--- src/rtl/lsd_pkg.sv ---
package lsd_pkg;

    localparam int DEPTH     = 1024;
    localparam int ADDR_W    = 32;
    localparam int LIM_W     = 11;
    localparam int DIST_W    = 10;
    localparam int CNT_W     = $clog2(DEPTH + 1);

    localparam int GRP_SZ    = 32;
    localparam int GRP_IDX_W = $clog2(GRP_SZ);
    localparam int NUM_GRP   = (DEPTH + GRP_SZ - 1) / GRP_SZ;
    localparam int NUM_CELL  = NUM_GRP * GRP_SZ;
    localparam int GRP_SEL_W = (NUM_GRP > 1) ? $clog2(NUM_GRP) : 1;
    localparam int POS_W     = GRP_SEL_W + GRP_IDX_W;
    localparam int POSX_W    = (POS_W > DIST_W) ? POS_W : DIST_W;

    localparam logic [LIM_W-1:0] LIM_RESET = 11'd1024;

    typedef struct packed {
        logic cmp_en;
        logic grp_en;
        logic upd_en;
    } t_cell_ctl;

endpackage

--- src/rtl/lsd_group.sv ---
module lsd_group (
    input  logic                            i_clk,
    input  lsd_pkg::t_cell_ctl              i_ctl,
    input  logic [lsd_pkg::GRP_SZ-1:0]      i_match,
    output logic                            o_any,
    output logic [lsd_pkg::GRP_SZ-1:0]      o_excl,
    output logic [lsd_pkg::GRP_IDX_W-1:0]   o_first
);

    logic [lsd_pkg::GRP_SZ-1:0]    n_excl;
    logic [lsd_pkg::GRP_SZ-1:0]    w_first_oh;
    logic [lsd_pkg::GRP_IDX_W-1:0] n_first;
    logic [lsd_pkg::GRP_SZ-1:0]    r_excl;
    logic [lsd_pkg::GRP_IDX_W-1:0] r_first;
    logic                          r_any;

    always_comb begin
        n_first = '0;
        for (int k = 0; k < lsd_pkg::GRP_SZ; k++) begin
            n_excl[k] = |(i_match & ~({lsd_pkg::GRP_SZ{1'b1}} << k));
        end
        w_first_oh = i_match & ~n_excl;
        for (int k = 0; k < lsd_pkg::GRP_SZ; k++) begin
            if (w_first_oh[k]) begin
                n_first = n_first | lsd_pkg::GRP_IDX_W'(k);
            end
        end
    end

    always_ff @(posedge i_clk) begin
        if (i_ctl.grp_en) begin
            r_any   <= |i_match;
            r_excl  <= n_excl;
            r_first <= n_first;
        end
    end

    assign o_any   = r_any;
    assign o_excl  = r_excl;
    assign o_first = r_first;

endmodule

--- config.mk ---
export PLATFORM = sky130hd
export DESIGN_NAME = lsd_group
export DESIGN_NICKNAME = d
export VERILOG_FILES = /design/src/rtl/lsd_pkg.sv /design/src/rtl/lsd_group.sv
export SDC_FILE = /design/constraint.sdc
export NUM_CORES = 1
export LEC_CHECK = 0
export BUFFER_PORTS_ARGS = -buffer_cell sky130_fd_sc_hd__buf_4
export CORE_MARGIN = 3
export CORE_UTILIZATION = 40
export DETAILED_ROUTE_END_ITERATION = 10
export PLACE_DENSITY = 0.8
export SYNTH_ARGS = -nofsm -noshare
export SYNTH_HDL_FRONTEND = slang
export SYNTH_SLANG_ARGS = --single-unit
--- constraint.sdc ---
create_clock -name i_clk -period 3.45 [get_ports i_clk]
set_clock_uncertainty 0.05 [all_clocks]
set_input_delay 0.1725 -clock i_clk [delete_from_list [all_inputs] [get_ports i_clk]]
set_output_delay 0.1725 -clock i_clk [all_outputs]
set_load 0.01 [all_outputs]
==> metrics.txt <==
DRT Pass-1 Iters=4; Clock transition at path regs=approximately 70 ps; WP buf/inv=1; dominant synthesized flop cell=edfxtp_1; maximum number of pins on one net before global-route repair=38; Switch Pwr=between 0.0002 and 0.00025 W; H-tree Lvls=2; Pwr per Cell Area=roughly 390 nW/um2; Final min period=between 1500 and 2000 ps; Post-Route WL=around 4200 um; Pint=between 0.0007 and 0.0008 W; via count=1408; Post-synth ARST share=0; initial core utilization=0.422; GP Congestion=approximately 0.81; worst endpoint required time=approximately 3500 ps; FILL cells=350; Worst EP arrival=a little under 2000 ps; clk buf depth=2; NumNets Final=between 200 and 250; setup bufs post-CTS=0; cts repair resizes=0; Critical Path, Cell by Cell=buf_4, nor4_4, nand4_4, or3_4, o31a_1, o2111ai_1; Comb power frac=0.140; worst relative slew slack=0.624; Post-DP HPWL=about 3100 um; type of origin of the critical path=primary input; Max stage delay cell, worst path=nor4_4; vias per cell=about 5.4; Cell Area, Synth=around 1700 um2; Num CTS Buffers=5; cell taking the most area after synthesis=edfxtp_1; Yosys reg bits=37; EDFF count, synth=37; cts hold-fix bufs=0; VDD IR max=about 0.18 mV; CP Max Fanout=8; status=finished clean; final slew viol count=0; ANT nets after route=0; I/O Buffers=70; Pleak=0.914 nW; CTS tree=built; first-pass GRT wire length=~6700 um; Area growth syn-to-layout=38.1%; register area share after synthesis=0.644; synthesized area per cell=12.6 um2; fraction of layout cells with a size suffix above 1=0.404; antenna cells=0; Die W=between 70 and 80 um; Die Area=5130 um2; drt wl/cell=16.0 um; placed cell area=between 2000 and 2500 um2; gr ovfl total=0; top cells by area, synth=edfxtp_1 (64%), nor2_1 (2.8%), nand2_1 (2.6%); worst slew pin tran=approximately 560 ps; DRT iter0 DRCs=approximately 240; flip-flop and latch area=1110 um2; yosys warns=0; setup_tns=0 ps; Reg power frac=0.562; drt drc=0; All-Layer GR Usage=0.173; Commonest cells post-synth=edfxtp_1 (37), nor2_1 (13), nand2_1 (12); Final Setup Violations=0; root buffer cell=clkbuf_8; Final Hold Vio Count=0; IO Pins=74; vias in the first global route=approximately 1300; f_max=533 MHz; Final Util=0.583; crit share post-route=0.544; Sw Ratio=0.230; total clock sinks=37; CP max stage delay=550 ps; cell count after synthesis=~140; post-synth cell types=37; Yosys top cell area share=0.644; fin area=roughly 2400 um2; CP endpoint kind=register; count leader, synth=edfxtp_1; Multi-input gate area=568 um2; Clk network pwr share=0.297; RSZ-0062 raised after global routing=no; Die Ht=71.7 um; initial antenna violation count=0; Worst path top cell family by delay=simple AND/OR/NAND/NOR gates; Cell Rows=23; worst hold path class=primary input to register; core area=between 4000 and 5000 um2; critical path class=primary input to register; MaxCap Viol Count=0; net count after synthesis=between 150 and 200
per-stage QoR:
step                setup slack, ps  cells  power, W  hold WS [ps]
global placement               1320    256  0.000664           355
floorplan                      1720    137  0.000572           221
CTS                            1590    263  0.000942          55.2
finish                         1570    263  0.000935          66.7
global route                   1410    263  0.000976          58.9
detailed placement             1290    256  0.000666           362
cell usage in the layout (no fill, tap or decap), types with 2 or more instances in the layout:
cell / instances
buf_4: 70
edfxtp_1: 37
nor2_1: 13
nand2_1: 12
inv_1: 10
a21oi_1: 6
nor3_1: 5
clkbuf_8: 5
or2_2: 4
nand2b_1: 4
or3_1: 4
nor4_2: 3
or4_1: 3
nand3b_1: 3
nor4_1: 2
and3_1: 2
nor2b_1: 2
and2_1: 2
o21bai_1: 2
o31ai_1: 2
o2111ai_1: 2
nand4_1: 2
cell type report:
class,instances,area share
flip-flops and latches,37,0.467
multi-input cells,89,0.239
repair buffers,70,0.221
clock buffers,6,0.0305
well taps,50,0.0263
inverters,10,0.0158
clock inverters,1,0.00158
power groups by stage:
stage | logic, W | clock network, W | registers [W]
detailed placement | 0.000131 | 0 | 0.000535
finish | 0.000131 | 0.000278 | 0.000526
floorplan | 0.0000226 | 0 | 0.000550
CTS | 0.000131 | 0.000285 | 0.000526
global route | 0.000142 | 0.000306 | 0.000528
global placement | 0.000128 | 0 | 0.000535
kinds of logic after synthesis:
logic type             share of synthesized area
AOI/OAI and AO/OA                         0.0856
buffers and inverters                     0.0261
DFF                                        0.644
other                                    0.00217
and+or+nand+nor                            0.242
flip-flops by register name, indices dropped and copies added, names as in the netlist:
signal   flops
o_first      5
o_any        1
o_excl      31
routing by layer:
layer / share of wire / global-route usage / vias to the layer above
li1: - / - / 676
met1: 0.40 / 0.225 / 662
met2: 0.50 / 0.269 / 64
met3: 0.082 / 0.0505 / 6
met4: 0.016 / 0.0731 / 0
met5: 0 / 0 / -
worst paths after layout:
check | from | to | slack (ps) | cells after the start
hold / removal | i_match[0] | o_excl[1]$_DFFE_PP_ | 70 | 1
setup / recovery | i_match[1] | o_first[1]$_SDFFCE_PP1P_ | 1570 | 6
Power figures use the tool's default switching activity.
