==> config.mk <==
export PLATFORM = sky130hd
export DESIGN_NAME = lsd_cell
export DESIGN_NICKNAME = d
export VERILOG_FILES = /design/src/rtl/lsd_pkg.sv /design/src/rtl/lsd_cell.sv
export SDC_FILE = /design/constraint.sdc
export NUM_CORES = 1
export LEC_CHECK = 0
export ABC_AREA = 1
export BUFFER_PORTS_ARGS = -buffer_cell sky130_fd_sc_hd__buf_2
export CORE_ASPECT_RATIO = 1.25
export CORE_MARGIN = 2
export CORE_UTILIZATION = 45
export CTS_BUF_LIST = sky130_fd_sc_hd__clkbuf_4
export CTS_CLUSTER_DIAMETER = 120
export CTS_CLUSTER_SIZE = 16
export DETAILED_ROUTE_END_ITERATION = 16
export GPL_TIMING_DRIVEN = 0
export PLACE_DENSITY = 0.92
export SLEW_MARGIN = 20
export SYNTH_ARGS = -nofsm -noshare
export SYNTH_HDL_FRONTEND = slang
export SYNTH_SLANG_ARGS = --single-unit
==> constraint.sdc <==
create_clock -name i_clk -period 4.4 [get_ports i_clk]
set_input_delay 1.32 -clock i_clk [delete_from_list [all_inputs] [get_ports i_clk]]
set_output_delay 1.32 -clock i_clk [all_outputs]
set_load 0.02 [all_outputs]
==> src/rtl/lsd_pkg.sv <==
package lsd_pkg;

    localparam int DEPTH     = 1024;
    localparam int ADDR_W    = 32;
    localparam int LIM_W     = 11;
    localparam int DIST_W    = 10;
    localparam int CNT_W     = $clog2(DEPTH + 1);

    localparam int GRP_SZ    = 32;
    localparam int GRP_IDX_W = $clog2(GRP_SZ);
    localparam int NUM_GRP   = (DEPTH + GRP_SZ - 1) / GRP_SZ;
    localparam int NUM_CELL  = NUM_GRP * GRP_SZ;
    localparam int GRP_SEL_W = (NUM_GRP > 1) ? $clog2(NUM_GRP) : 1;
    localparam int POS_W     = GRP_SEL_W + GRP_IDX_W;
    localparam int POSX_W    = (POS_W > DIST_W) ? POS_W : DIST_W;

    localparam logic [LIM_W-1:0] LIM_RESET = 11'd1024;

    typedef struct packed {
        logic cmp_en;
        logic grp_en;
        logic upd_en;
    } t_cell_ctl;

endpackage

==> src/rtl/lsd_cell.sv <==
module lsd_cell (
    input  logic                      i_clk,
    input  lsd_pkg::t_cell_ctl        i_ctl,
    input  logic [lsd_pkg::ADDR_W-1:0] i_addr,
    input  logic [lsd_pkg::ADDR_W-1:0] i_prev_entry,
    input  logic                      i_occupied,
    input  logic                      i_shift,
    output logic [lsd_pkg::ADDR_W-1:0] o_entry,
    output logic                      o_match
);

    logic [lsd_pkg::ADDR_W-1:0] r_entry;
    logic                       r_match;

    always_ff @(posedge i_clk) begin
        if (i_ctl.cmp_en) begin
            r_match <= i_occupied && (r_entry == i_addr);
        end
        if (i_ctl.upd_en && i_shift) begin
            r_entry <= i_prev_entry;
        end
    end

    assign o_entry = r_entry;
    assign o_match = r_match;

endmodule

==> results of run 1 <==
==> metal layers <==
layer | track usage | wire [um]
met5 | 0 | 0
met1 | 0.172 | 1240
met4 | 0.116 | 137
met3 | 0.0593 | 266
met2 | 0.350 | 2000
==> per-stage QoR <==
step	power, uW	hold WS (ps)	setup WS (ps)
floorplan	457	874	2020
global placement	511	764	1720
detailed placement	518	793	1680
CTS	675	801	2040
global route	698	838	2100
finish	664	798	2140
==> state kept, by name, summed over array words and instances, names as in the netlist <==
register / cells
o_entry: 32
o_match: 1
==> layout by cell type, fill, tap and decap left out, types with 2 or more instances in the layout <==
cell type | netlist | routed
buf_2 | 0 | 101
clkbuf_4 | 0 | 6
edfxtp_1 | 33 | 33
inv_1 | 42 | 41
nand2_1 | 64 | 64
nand3_1 | 3 | 3
nor2_1 | 16 | 16
nor3_1 | 2 | 2
o21ai_1 | 5 | 5
xnor2_1 | 5 | 5
xor2_1 | 3 | 3
==> worst paths after layout <==
path                                       startpoint                end  slack, ps  cells past startpoint
worst max-delay path            o_entry[31]$_DFFE_PP_        o_entry[31]       2140                      1
worst min-delay path            o_entry[12]$_DFFE_PP_  o_match$_DFFE_PP_        800                      5
worst max register to register  o_entry[27]$_DFFE_PP_  o_match$_DFFE_PP_       3150                      7
worst min register to register  o_entry[12]$_DFFE_PP_  o_match$_DFFE_PP_        800                      5
==> power groups by stage <==
stage                     clock (uW)  combinational (uW)  sequential [uW]
final                            155                 127              382
after global routing             171                 142              385
after CTS                        164                 128              383
after detailed placement           0                 128              390
after global placement             0                 123              388
after floorplan                    0                42.3              415
==> synth_stat cells (all sizes together) <==
cell / instances
edfxtp: 33
inv: 42
nand2: 65
nand3: 3
nor2: 17
nor3: 2
o21ai: 6
or2: 1
xnor2: 5
xor2: 3
==> final cells by class <==
| cell class | instances | area (um^2) |
|---|---|---|
| fill | 311 | 1260 |
| sequential | 33 | 991 |
| timing repair buffer | 101 | 505 |
| multi-input combinational | 102 | 444 |
| inverter | 42 | 158 |
| tap | 39 | 48.8 |
| clock buffer | 6 | 45.0 |
| clock inverter | 1 | 3.75 |
==> kinds of logic (layout without fill, tap and decap cells) <==
| logic type | Yosys count | in the layout |
|---|---|---|
| DFF | 33 | 33 |
| AOI/OAI and AO/OA | 6 | 6 |
| and+or+nand+nor | 88 | 88 |
| xor gates and xnor gates | 8 | 8 |
| buffers and inverters | 42 | 150 |
==> metrics.txt, run 1 <==
post-synthesis compound-gate area fraction 0.0189; Slew @ Worst Pin between 600 and 700 ps; sw frac 0.265; wire length per cell ~11 um; static leakage around 0.0012 uW; routability cong. between 0.7 and 0.8; first-pass GRT wire length 5.71 mm; Internal Power between 400 and 500 uW; Maximum Capacitance Violations 0; CTS Hold Bufs 0; status finished, final reports clean; Data required, critical path between 3000 and 4000 ps; Initial Util 0.461; initial drt markers between 40 and 50; fin area approximately 2200 um^2; antenna fix cells 0; share of total power in the clock network 0.233; Seq/Total Area, Yosys 0.622; fin. max-slew vios 0; distinct cell type count after synthesis 13; H-tree depth 2; synthesized area between 1500 and 2000 um^2; fin util 0.636; Power Density 302 nW/um^2; final HPWL from detailed placement roughly 3.0 mm; slowest stage delay, CP around 430 ps; switching power total around 180 uW; Buf/Inv on CP 1; DP Area ~2100 um^2; Arrival @ worst endpoint 940 ps; largest net degree at the start of global routing 33; Final ANT Viol Nets 0; fraction of layout cells with a size suffix above 1 0.389; total gr overflow 0; number of global-route vias before repair roughly 1400; CTS Sinks 33; largest cells by area after synthesis edfxtp_1, nand2_1, inv_1; Synth Area in Simple Gates 0.216; Post-Synthesis Mean Instance Area roughly 9.0 um^2; DR DRC count 0; area leader, netlist edfxtp_1; min cycle time layout 2260 ps; crit path max-delay cell type edfxtp_1; synth warn 0; Tcrit/Tclk final 0.514; die area approximately 4000 um^2; RSZ-0062 raised after global routing false; post-CTS setup buffer count 0; fmax 442 MHz; via count ~1500; Max IR drop VDD ~0.24 mV; Root Buffer Master clkbuf_4; Inst Count DP between 300 and 400; XOR/XNOR share of the synthesized area 0.0440; total wire length approximately 3.6 mm; CP Max Fanout 3; critical setup path kind reg2out; Setup Skew between 10 and 15 ps; Clock transition at path regs 100 ps; share of the synthesized area in the top cell type 0.622; DIE WIDTH between 50 and 60 um; largest family of logic cells by synthesized area simple AND/OR/NAND/NOR gates; delay-heaviest family, CP flip-flops; crit path launch type flop; Core ar. between 3000 and 4000 um^2; initial antenna violation count 0; TritonCTS clock tree done; cts bufs inserted 5; CTS Buffer Depth 2; Port Buf Inserts roughly 100; Die H 70.5 um; # resized after CTS 0; row count 24; I/O pin count approximately 100; Mapped Nets about 250; Hold WC Path Type reg2reg; adder-cell share of the synthesized area 0; Layout Cells excl Fill 324; gr usage total 0.189; routed vias/inst between 4 and 5; Area growth syn-to-layout 37.9%; final setup vio count 0; Synth Register Bits 33; Slew headroom 0.558; first drt pass iteration count 4; later-pin clock latency in the skew report 320 ps; setup_tns 0 ps; final hold vios 0; sequential power share 0.576; Nets 355; post-synthesis cell count around 180; Setup crit end kind output pin; mux cell area share after synthesis 0; chain of cells forming the critical path buf_2; combinational share of power 0.191
(Power assumes the default switching activity.)
==> inputs of run 2 (changes only) <==
ABC_AREA = 0   (was 1)
CORE_UTILIZATION = 41   (was 45)
PLACE_DENSITY = 0.89   (was 0.92)
clock period = 2.3 ns   (was 4.4 ns; I/O delays follow)
==> run 2 against run 1 <==
  * Sequential share of layout area grew 5.5 points
  * Worst setup slack lost 1500 ps
  * Critical path depth did not move
  * Area after synthesis down 15%
  * Sequential cell count did not move
  * Clock-buffer cell count decreased by 1
  * Largest power group unchanged
  * Utilization is 2.4 points lower
  * Sequential power grew 92%
  * Clock skew down 3.2 ps
  * Worst hold slack lost 270 ps
  * Highest routed layer unchanged
==> metrics.txt, run 2 <==
status finished, final reports clean; Hold WC Path Type in2reg; first-pass GRT wire length 4.58 mm (-20%); first drt pass iteration count 2 (-2); total wire length 3.05 mm (-16%); fmax a little over 600 MHz; Seq/Total Area, Yosys 0.733 (+0.111); CTS Buffer Depth 2 (unchanged); row count 23 (-4.2%); most frequent cell after synthesis edfxtp_1; total gr overflow 0 (unchanged); Nets 256 (-28%); CP Max Fanout 2 (-1); Data required, critical path 1610 ps (-1470 ps); Arrival @ worst endpoint 940 ps (about the same); worst r2r src o_entry[15]$_DFFE_PP_; max reg flops 32 (unchanged); crit path max-delay cell type edfxtp_1; TritonCTS clock tree done; initial drt markers 30 (-38%); routability cong. 0.674 (-9.8%); reg2reg end o_match$_DFFE_PP_; Setup Skew 8.08 ps (-3.19 ps); commonest cells after routing, fill and taps aside buf_2, edfxtp_1, xor2_1; wire length per cell 13.6 um (+21%); CTS Sinks 33 (unchanged); Final ANT Viol Nets 0 (unchanged); Port Buf Inserts 101 (unchanged); via count 1059 (-27%); distinct cell type count after synthesis 9 (-4); routed vias/inst 4.73 (+5.4%); Initial Util 0.423 (-0.0378); Worst R2R Setup Slack 880 ps (-2270 ps); largest cells by area after synthesis edfxtp_1, xor2_1, nor4_1; pre-CTS setup slack 443 ps (-1230 ps); antenna fix cells 0 (unchanged); EDFF count, synth 33 (unchanged); worst hold endpoint o_entry[22]$_DFFE_PP_; gr usage total 0.167 (-0.0218); RSZ-0062 raised after global routing false; final HPWL from detailed placement 2.50 mm (-17%); Maximum Capacitance Violations 0 (unchanged); Slew headroom 0.523 (-0.0350); Root Buffer Master clkbuf_4; die area 3780 um^2 (-6.4%); slowest stage delay, CP 430 ps (about the same); I/O pin count 103 (unchanged); min-delay src i_prev_entry[22]; number of global-route vias before repair 1115 (-22%); Main synth FF type edfxtp_1; worst reg-to-reg path cell count 4 (-3); Mapped Nets 148 (-40%); Slew @ Worst Pin 716 ps (+53.4 ps); later-pin clock latency in the skew report 320 ps (about the same); min cycle time layout 1630 ps; Core ar. 3190 um^2 (-7.5%); # resized after CTS 0 (unchanged); CTS Hold Bufs 0 (unchanged); Setup crit end kind output pin; critical setup path kind reg2out; Post-Synthesis Mean Instance Area 17.3 um^2 (+93%); fin. max-slew vios 0 (unchanged); setup ws final 674 ps (-1460 ps); synthesized area 1350 um^2 (-15%); Post-synth ARST share 0 (unchanged); fraction of layout cells with a size suffix above 1 0.583 (+0.193); crit path launch type flop; DIE WIDTH 55.4 um (-3.2%); static leakage 0.000882 uW (-27%); Synth Register Bits 33 (unchanged); final hold vios 0 (unchanged); Clock transition at path regs 100 ps (about the same); DR DRC count 0 (unchanged); Buf/Inv on CP 1 (unchanged); delay-heaviest family, CP flip-flops; Worst Hold Depth 1 (-4); post-CTS setup buffer count 0 (unchanged); Area growth syn-to-layout 44.6%; largest net degree at the start of global routing 33 (unchanged); commonest non-fill, non-tap cell in the layout buf_2; most frequent cells after synthesis edfxtp_1, xor2_1, nor4_1, nand3_1; setup_tns 0 ps (unchanged); final setup vio count 0 (unchanged); cts bufs inserted 5 (unchanged); H-tree depth 2 (unchanged); initial antenna violation count 0 (unchanged); area leader, netlist edfxtp_1; synth warn 0 (unchanged); Layout fillers 254 (-18%); Die H 68.2 um (-3.3%); post-synthesis cell count 78 (-56%); chain of cells forming the critical path buf_2; Max IR drop VDD 0.452 mV (+91%); share of the synthesized area in the top cell type 0.733 (+0.111); Power Density 632 nW/um^2 (+110%); Tcrit/Tclk final 0.707
-- run 2: cell type report --
type / count / area (um^2) / share of cell area
timing repair buffer: 101 / 505 / 0.258
clock buffer: 5 / 37.5 / 0.0192
tap: 37 / 46.3 / 0.0237
sequential: 33 / 991 / 0.507
clock inverter: 3 / 12.5 / 0.00640
multi-input combinational: 45 / 363 / 0.186
-- run 2: how the worst max path moves through the flow --
stage / start / endpoint / cells past startpoint
2_1_floorplan: i_ctl[0] / o_entry[0]$_DFFE_PP_ / 1
3_3_place_gp: i_ctl[0] / o_entry[18]$_DFFE_PP_ / 2
3_5_place_dp: i_addr[15] / o_match$_DFFE_PP_ / 5
4_1_cts: o_entry[29]$_DFFE_PP_ / o_entry[29] / 1
5_1_grt: o_entry[25]$_DFFE_PP_ / o_entry[25] / 1
6_report: o_entry[4]$_DFFE_PP_ / o_entry[4] / 1
-- run 2: kinds of logic (layout without fill, tap and decap cells) --
group                     after synthesis  after routing  share of synthesized area
xor gates and xnor gates               32             32                      0.207
buffers and inverters                   0            109                          0
and+or+nand+nor                        13             13                     0.0601
DFF                                    33             33                      0.733
-- run 2: report_power, final --
group          internal, uW  switching (uW)
Combinational          93.8             114
Clock                   110             186
Sequential              708            24.4
-- run 2: stage by stage --
stage	power, uW	utilization	cell area (um^2)	cells	hold WS [ps]
CTS	1250	0.612	1960	224	519
global route	1290	0.612	1960	224	511
finish	1240	0.612	1960	224	532
floorplan	846	-	1350	78	789
global placement	947	0.596	1900	216	711
detailed placement	956	0.597	1910	216	726
-- run 2: routing by layer --
| metal | share of wire | vias up | global-route usage |
|---|---|---|---|
| met2 | 0.55 | 64 | 0.321 |
| li1 | - | 503 | - |
| met1 | 0.30 | 484 | 0.140 |
| met3 | 0.12 | 8 | 0.0813 |
| met4 | 0.028 | 0 | 0.0915 |
| met5 | 0 | - | 0 |
